## config.mk

```make
export PLATFORM = sky130hd
export DESIGN_NAME = tgr_queue
export DESIGN_NICKNAME = d
export VERILOG_FILES = /design/src/rtl/core/tgr_pkg.sv /design/src/rtl/core/tgr_queue.sv
export SDC_FILE = /design/constraint.sdc
export NUM_CORES = 1
export LEC_CHECK = 0
export BUFFER_PORTS_ARGS = -buffer_cell sky130_fd_sc_hd__buf_2
export CAP_MARGIN = 20
export CORE_AREA = 2 2 172 174
export CTS_CLUSTER_SIZE = 40
export DETAILED_ROUTE_END_ITERATION = 7
export DIE_AREA = 0 0 174 176
export PLACE_DENSITY_LB_ADDON = 0.05
export SLEW_MARGIN = 20
export SYNTH_ARGS = -nofsm -noshare
export SYNTH_HDL_FRONTEND = slang
export SYNTH_SLANG_ARGS = --single-unit
export TNS_END_PERCENT = 5
```

## constraint.sdc

```tcl
create_clock -name clk -period 4.62 [get_ports clk]
set_input_delay 0.231 -clock clk [delete_from_list [all_inputs] [get_ports clk]]
set_output_delay 0.231 -clock clk [all_outputs]
set_load 0.02 [all_outputs]
```

## src/rtl/core/tgr_pkg.sv

```systemverilog
`timescale 1ns / 1ps
// shared types, codes and constants of the trilinear grid resampler
// no dependencies
package tgr_pkg;

  // grid defaults and store geometry
  localparam int DEF_GRID_NX = 64;
  localparam int DEF_GRID_NY = 64;
  localparam int DEF_GRID_NZ = 32;
  localparam int STORE_DEPTH = 131072;
  localparam int ADDR_W = 17;
  localparam int QUEUE_DEPTH = 4;

  typedef enum logic {
    OP_WRITE  = 1'b0,
    OP_SAMPLE = 1'b1
  } tgr_op_t;

  typedef enum logic [1:0] {
    ST_VALID   = 2'd0,
    ST_OUTSIDE = 2'd1,
    ST_MISSING = 2'd2
  } tgr_status_t;

  typedef enum logic [2:0] {
    CFG_ORIGIN_X  = 3'd0,
    CFG_ORIGIN_Y  = 3'd1,
    CFG_ORIGIN_Z  = 3'd2,
    CFG_SPACING_X = 3'd3,
    CFG_SPACING_Y = 3'd4,
    CFG_SPACING_Z = 3'd5
  } tgr_cfg_idx_t;

  // input word
  typedef struct packed {
    logic                     op;
    logic [ADDR_W-1:0]        voxel_addr;
    logic signed [15:0]       voxel_dbz;
    logic                     voxel_valid;
    logic signed [19:0]       pos_x;
    logic signed [19:0]       pos_y;
    logic signed [19:0]       pos_z;
  } tgr_in_t;

  // result word
  typedef struct packed {
    logic signed [15:0] sample_dbz;
    logic [1:0]         sample_status;
  } tgr_out_t;

  // configuration registers
  typedef struct packed {
    logic signed [19:0] origin_x;
    logic signed [19:0] origin_y;
    logic signed [19:0] origin_z;
    logic [15:0]        spacing_x;
    logic [15:0]        spacing_y;
    logic [15:0]        spacing_z;
  } tgr_cfg_t;

  // classified job handed from front to back
  typedef struct packed {
    logic               is_sample;
    logic               outside;
    logic [ADDR_W-1:0]  addr;
    logic signed [15:0] dbz;
    logic               vvalid;
    logic [16:0]        fx;
    logic [16:0]        fy;
    logic [16:0]        fz;
  } tgr_job_t;

endpackage

```

## src/rtl/core/tgr_queue.sv

```systemverilog
`timescale 1ns / 1ps
// short job queue between front and back end
// depends on tgr_pkg
module tgr_queue #(
  parameter int DEPTH = tgr_pkg::QUEUE_DEPTH
) (
  input  logic              clk,
  input  logic              rst,
  input  logic              push,
  input  tgr_pkg::tgr_job_t push_job,
  input  logic              pop,
  output logic              full,
  output logic              nonempty,
  output tgr_pkg::tgr_job_t head
);
  import tgr_pkg::*;

  localparam int PW = (DEPTH > 1) ? $clog2(DEPTH) : 1;
  localparam int CNTW = $clog2(DEPTH + 1);

  tgr_job_t       slots [DEPTH];
  logic [PW-1:0]  wr_ptr;
  logic [PW-1:0]  rd_ptr;
  logic [CNTW-1:0] count;
  logic           do_push;
  logic           do_pop;

  assign full = (count == CNTW'(DEPTH));
  assign nonempty = (count != '0);
  assign do_push = push && !full;
  assign do_pop = pop && nonempty;
  assign head = slots[rd_ptr];

  // pointers and fill level
  always_ff @(posedge clk) begin
    if (rst) begin
      wr_ptr <= '0;
      rd_ptr <= '0;
      count <= '0;
    end else begin
      if (do_push) begin
        wr_ptr <= (wr_ptr == PW'(DEPTH - 1)) ? '0 : wr_ptr + 1'b1;
      end
      if (do_pop) begin
        rd_ptr <= (rd_ptr == PW'(DEPTH - 1)) ? '0 : rd_ptr + 1'b1;
      end
      if (do_push && !do_pop) begin
        count <= count + 1'b1;
      end else if (do_pop && !do_push) begin
        count <= count - 1'b1;
      end
    end
  end

  // slot storage
  always_ff @(posedge clk) begin
    if (do_push) begin
      slots[wr_ptr] <= push_job;
    end
  end

endmodule

```

== After elaboration in Yosys (flattened, before gate mapping) ==
Memories as Yosys holds them, arrays and structs flattened. A register that Yosys moved wholly into a read port is not among the register bits.
Index checks and enable logic that the tools add are counted.

* Flip-flop bits (word level): 7
* Bits in latches: 0
* Bits in writable memories: 348
* Bits in read-only memories: 0
* Bits of input ports: 91
* Output and inout port bits: 89
* Logic and storage cells: 28
* Memories: 1

* Add/subtract/negate cells: 4
* $mul: 0
* Divide/modulo/power cells: 0
* Magnitude comparators: 0
* Equality and inequality tests: 3
* Shift operators: 0
* Multiplexer cells: 8
* Bitwise gates (word level): 0
* Reduce and logical (&&, ||, !) cells: 9

{| class="wikitable"
|+ Memory list
! name !! words !! width !! rd ports !! clocked after memory_dff !! write ports !! RTL line !! source
|-
| slots || 4 || 87 || 1 || 1 || 1 || tgr_queue.sv:21 || <nowiki>tgr_job_t slots [DEPTH];</nowiki>
|}

{| class="wikitable"
|+ Operators by type and width
! cell !! number
|-
| 2-bit two-way mux || 4
|-
| 3-bit two-way mux || 2
|-
| 2-bit by 1-bit adder with 2-bit output (second input constant) || 2
|-
| 2-bit equality test (second input constant) || 2
|-
| 1-bit logical AND || 4
|-
| 3-bit by 1-bit adder with 3-bit output (second input constant) || 1
|-
| 3-bit equality test (second input constant) || 1
|-
| 1-bit zero test || 3
|-
| 3-bit nonzero test || 1
|-
| 3-bit by 1-bit subtractor with 3-bit output (second input constant) || 1
|-
| 1-bit two-way mux || 2
|-
| 2-bit nonzero test || 1
|}

== Depth between registers and ports, before layout ==
* Depth in word-level cells: 7
* Mapped depth: 10
* Mapped depth without buffers: 9

== Worst setup path after synthesis ==
Ideal clock, no wire load.

* Path type: flip-flop to flip-flop
* Start point: reg count[0]
* End point: mem slots[0][0] in the netlist's numbering, enable pin
* Setup time: 0.456 ns
* Data arrival time: 2.740 ns
* Required time: 4.164 ns
* Slack: 1.425 ns
* Stages on the path, launching flop included: 4
* Buffers on the path: 1
* Period minus slack after synthesis: 3.195 ns
* Cell sequence: dfxtp_1 > or3b_1 > buf_2 > and3_1

* Cells in the longest elaborated chain, start to end: 5

{| class="wikitable"
|+ RTL lines
! element !! RTL line !! source
|-
| start: declaration || tgr_queue.sv:24 || <nowiki>logic [CNTW-1:0] count;</nowiki>
|-
| start signal: assignment || tgr_queue.sv:48 || <nowiki>count <= count + 1'b1;</nowiki>
|-
| start signal: assignment || tgr_queue.sv:50 || <nowiki>count <= count - 1'b1;</nowiki>
|-
| 3-bit equality test || tgr_queue.sv:28 || <nowiki>assign full = (count == CNTW'(DEPTH));</nowiki>
|-
| 1-bit zero test || tgr_queue.sv:30 || <nowiki>assign do_push = push && !full;</nowiki>
|-
| 1-bit logical AND || tgr_queue.sv:30 ||
|-
| 1-bit two-way mux || tgr_queue.sv:57 || <nowiki>if (do_push) begin</nowiki>
|-
| 1-bit two-way mux (not written as such) || tgr_queue.sv:58 || <nowiki>slots[wr_ptr] <= push_job;</nowiki>
|-
| end: declaration || tgr_queue.sv:21 ||
|}

Every way passes these cells.

==> impl_results.md <==
* Run status: complete, no violations
* Critical Path AT at around 2.7 ns
* Pwr per Cell Area at 535 mW/mm^2
* FF-to-FF End: count[2]
* Post-Synthesis Cells at ~500
* Gpl congestion at around 0.70
* Area after DPL at roughly 0.014 sq mm
* Asr flop ratio synth at 0%
* Slowest-stage cell, CP: dfxtp_4
* Gr usage total at between 10% and 20%
* Worst setup endpoint: head[77]
* Non-filler cells, final at approximately 1200
* Worst path bufs/invs at 2
* Root buf cell: clkbuf_16
* Vias in the first global route at 6909
* Max Cap Viol at 0
* First-pass GRT wire length at about 39000 um
* Top layer in use: met4
* Initial core utilization at a little under half
* Dpl hpwl at approximately 15000 um
* Final Hold Viols at 0
* CTS Sinks at roughly 360
* Yosys warning total at 0
* Crit path largest cell delay at between 0.9 and 1 ns
* Crit Path Class: flop to primary output
* Setup ws final at about 1.7 ns
* Wire length per cell at ~21 um
* Initial antenna violation count at 1
* Most common cell in the synthesized netlist: edfxtp_1
* Gr ovfl total at 0
* Worst R2R Start: count[0]
* Inserted Clock Buffers at 37
* Ratio of cells with drive above 1 in the final layout at 40.5%
* Clk buf depth at 3
* Nets at 896
* FMAX at 0.344 GHz
* Relative slew slack at a little under a third
* Post-Synth Simple-Gate Area at less than 1%
* HP Class: primary input to flop
* Die Ht at roughly 180 um
* Mapped Area at between 0.01 and 0.015 sq mm
* Synth Area in XOR/XNOR at less than 1%
* Pin count of the biggest net entering global routing at 68
* Compound-Gate Fraction of Synth Area at less than 1%
* Post-synth EDFFs at about 350
* Antenna-violating nets left at 0
* Core ar. at between 0.02 and 0.03 sq mm
* Die area at approximately 0.03 sq mm
* H-tree level count at 2
* Clock Latency Late Sink at 0.51 ns
* Met3 routed WL at roughly 1500 um
* Final wirelength at between 20000 and 30000 um
* Adder-Cell Fraction of Synth Area at less than 1%
* Slew @ Worst Pin at about 1.0 ns
* Worst Path Max Fanout at 48
* WL met1 at about 10000 um
* Boundary Pins at between 150 and 200
* Leading area contributor after synthesis: edfxtp_1
* Post-synthesis sequential area ratio at roughly four fifths
* TritonCTS clock tree: built
* CTS resizes at 0
* Synth top area share at between 80% and 90%
* Metal2 WL at about 13000 um
* Syn Nets at 603
* Clock transition at path regs at 0.06 ns
* FF+latch count, synth at approximately 360
* Main synth FF type: edfxtp_1
* Portion of netlist area occupied by mux cells at 15.2%
* Count of final setup violators at 0
* Initial DRC count at 333
* Final routed DRC violation total at 0
* Setup Total Neg Slack at 0 ns
* Layout area overhead at 26.1%
* Worst EP required at around 4.4 ns
* Pre-antenna DRT Iters at 7
* Die width at around 170 um
* Min Tclk post-route at 2.91 ns
* Synthesized area per cell at 25.8 sq um
* Leak at about 5.6 nW
* Distinct cells, synth at 25
* Area contributors post-synth: edfxtp_1, mux4_2, dfxtp_1, ha_1, buf_2
* Max Slew Vio Count at 0
* Crit. End Element: primary output
* Vias at around 6200
* Tcrit/Tclk final at between 60 and 70%
* Vias per inst at approximately 5.1
* Critical path depth at 3
* CP startpoint kind: flop
* Worst-case vdd ir drop at 0.300 mV
* Critical path's top delay family: flip-flops
* Most instantiated cells after synthesis: edfxtp_1, mux4_2, buf_2, dfxtp_1
* Clock Skew at approximately 0.018 ns
* CP cell instances: buf_12 -> mux4_2 -> buf_2
* # rows at 62
* Largest family of logic cells by synthesized area: multiplexers
* Cells after DPL at between 1000 and 1500
* Setup bufs post-CTS at 0
* Cell area after layout at 0.0164 sq mm
* IO Port Bufs at roughly 180
* RSZ-0062 raised after global routing: false
* Reg2Reg Setup Slack at roughly 2.2 ns
* Post-placement setup slack at about 2.1 ns
* Reg2reg path depth at 7
[through the flow]
step / total power (W) / util (%) / hold WS, ns
after floorplan: 0.00545 / - / 0.330
after global placement: 0.00605 / 50.3 / 0.439
after detailed placement: 0.00608 / 50.5 / 0.446
after CTS: 0.00893 / 57.5 / 0.0257
after global routing: 0.00917 / 57.5 / 0.0320
final: 0.00879 / 57.5 / 0.0357
[layout make-up]
cell class | count | area, sq um
antenna | 1 | 2.50
multi-input combinational | 121 | 2240
clock buffer | 48 | 1010
timing repair buffer | 276 | 1890
inverter | 5 | 18.8
clock inverter | 18 | 141
tap | 384 | 480
fill | 2203 | 12100
sequential | 357 | 10600
[how the worst min path moves through the flow]
stage            startpoint           end  slack [ns]  cells past startpoint
2_1_floorplan   push_job[0]   slots[0][0]        0.33                      0
3_3_place_gp    push_job[0]   slots[0][0]        0.44                      1
3_5_place_dp   push_job[72]  slots[3][72]        0.45                      1
4_1_cts                 rst          flop        0.03                      2
5_1_grt                 rst      count[1]        0.03                      2
6_report                rst          flop        0.04                      2
[what timing repair did]
| item | CTS | global route |
|---|---|---|
| hold buffers | 87 | 0 |
| endpoints found under the hold margin | 348 | 0 |
| setup endpoints to repair | 0 | 0 |
[registers in the layout, indices dropped and copies added (netlist names), named ones only]
name    flops
count       3
rd_ptr      2
slots     348
wr_ptr      2
[routing by layer]
metal | GRT usage [%] | up-vias
met2 | 30.0 | 169
met1 | 20.4 | 3252
met4 | 4.27 | 0
li1 | - | 2762
met3 | 4.35 | 36
met5 | 0 | -
[worst reg2reg max path: stages, from the launching register on]
cell and delay [ns]:
dfxtp_1 0.36, o31ai_1 0.60, ha_1 0.32, inv_1 0.06, fa_1 0.39, xor2_1 0.19, or3_1 0.31, a21oi_1 0.16
[logic make-up after synthesis]
group                    Yosys count
AO/OA/AOI/OAI                      7
flip-flops                       357
XOR/XNOR                           2
AND/OR/NAND/NOR                   16
buffers and inverters             27
multiplexers                      89
adder cells (fa/ha/maj)            7
[cells in the final DEF, fill, tap and decap left out]
master / netlist / final
edfxtp_1: 348 / 348
buf_2: 11 / 179
mux4_2: 87 / 87
dlygate4sd3_1: 0 / 87
clkbuf_16: 0 / 39
clkbuf_1: 6 / 9
clkinv_1: 0 / 7
dfxtp_1: 9 / 7
buf_4: 0 / 7
ha_1: 6 / 6
clkinv_2: 0 / 6
inv_1: 4 / 4
nor2_1: 4 / 4
and3_4: 0 / 4
or3_1: 3 / 3
a21oi_1: 3 / 3
xor2_1: 2 / 2
nand3_1: 2 / 2
mux2i_1: 2 / 2
o21ai_0: 2 / 2
dfxtp_4: 0 / 2
bufinv_16: 0 / 2
buf_16: 0 / 2
diode_2: 0 / 1
or3b_1: 1 / 1
inv_2: 1 / 1
o31ai_1: 1 / 1
nor3_1: 1 / 1
o31ai_2: 1 / 1
nand2_1: 1 / 1
fa_1: 1 / 1
inv_6: 0 / 1
clkinvlp_4: 0 / 1
clkinv_4: 0 / 1
buf_12: 1 / 1
[where the power goes]
group	internal [W]	total, W	switching [W]
clock network	0.00165	0.00277	0.00112
registers	0.00392	0.00411	0.000190
logic	0.000841	0.00191	0.00107
total	0.00642	0.00879	0.00238
Note: power is estimated with default switching activity, not from simulation.
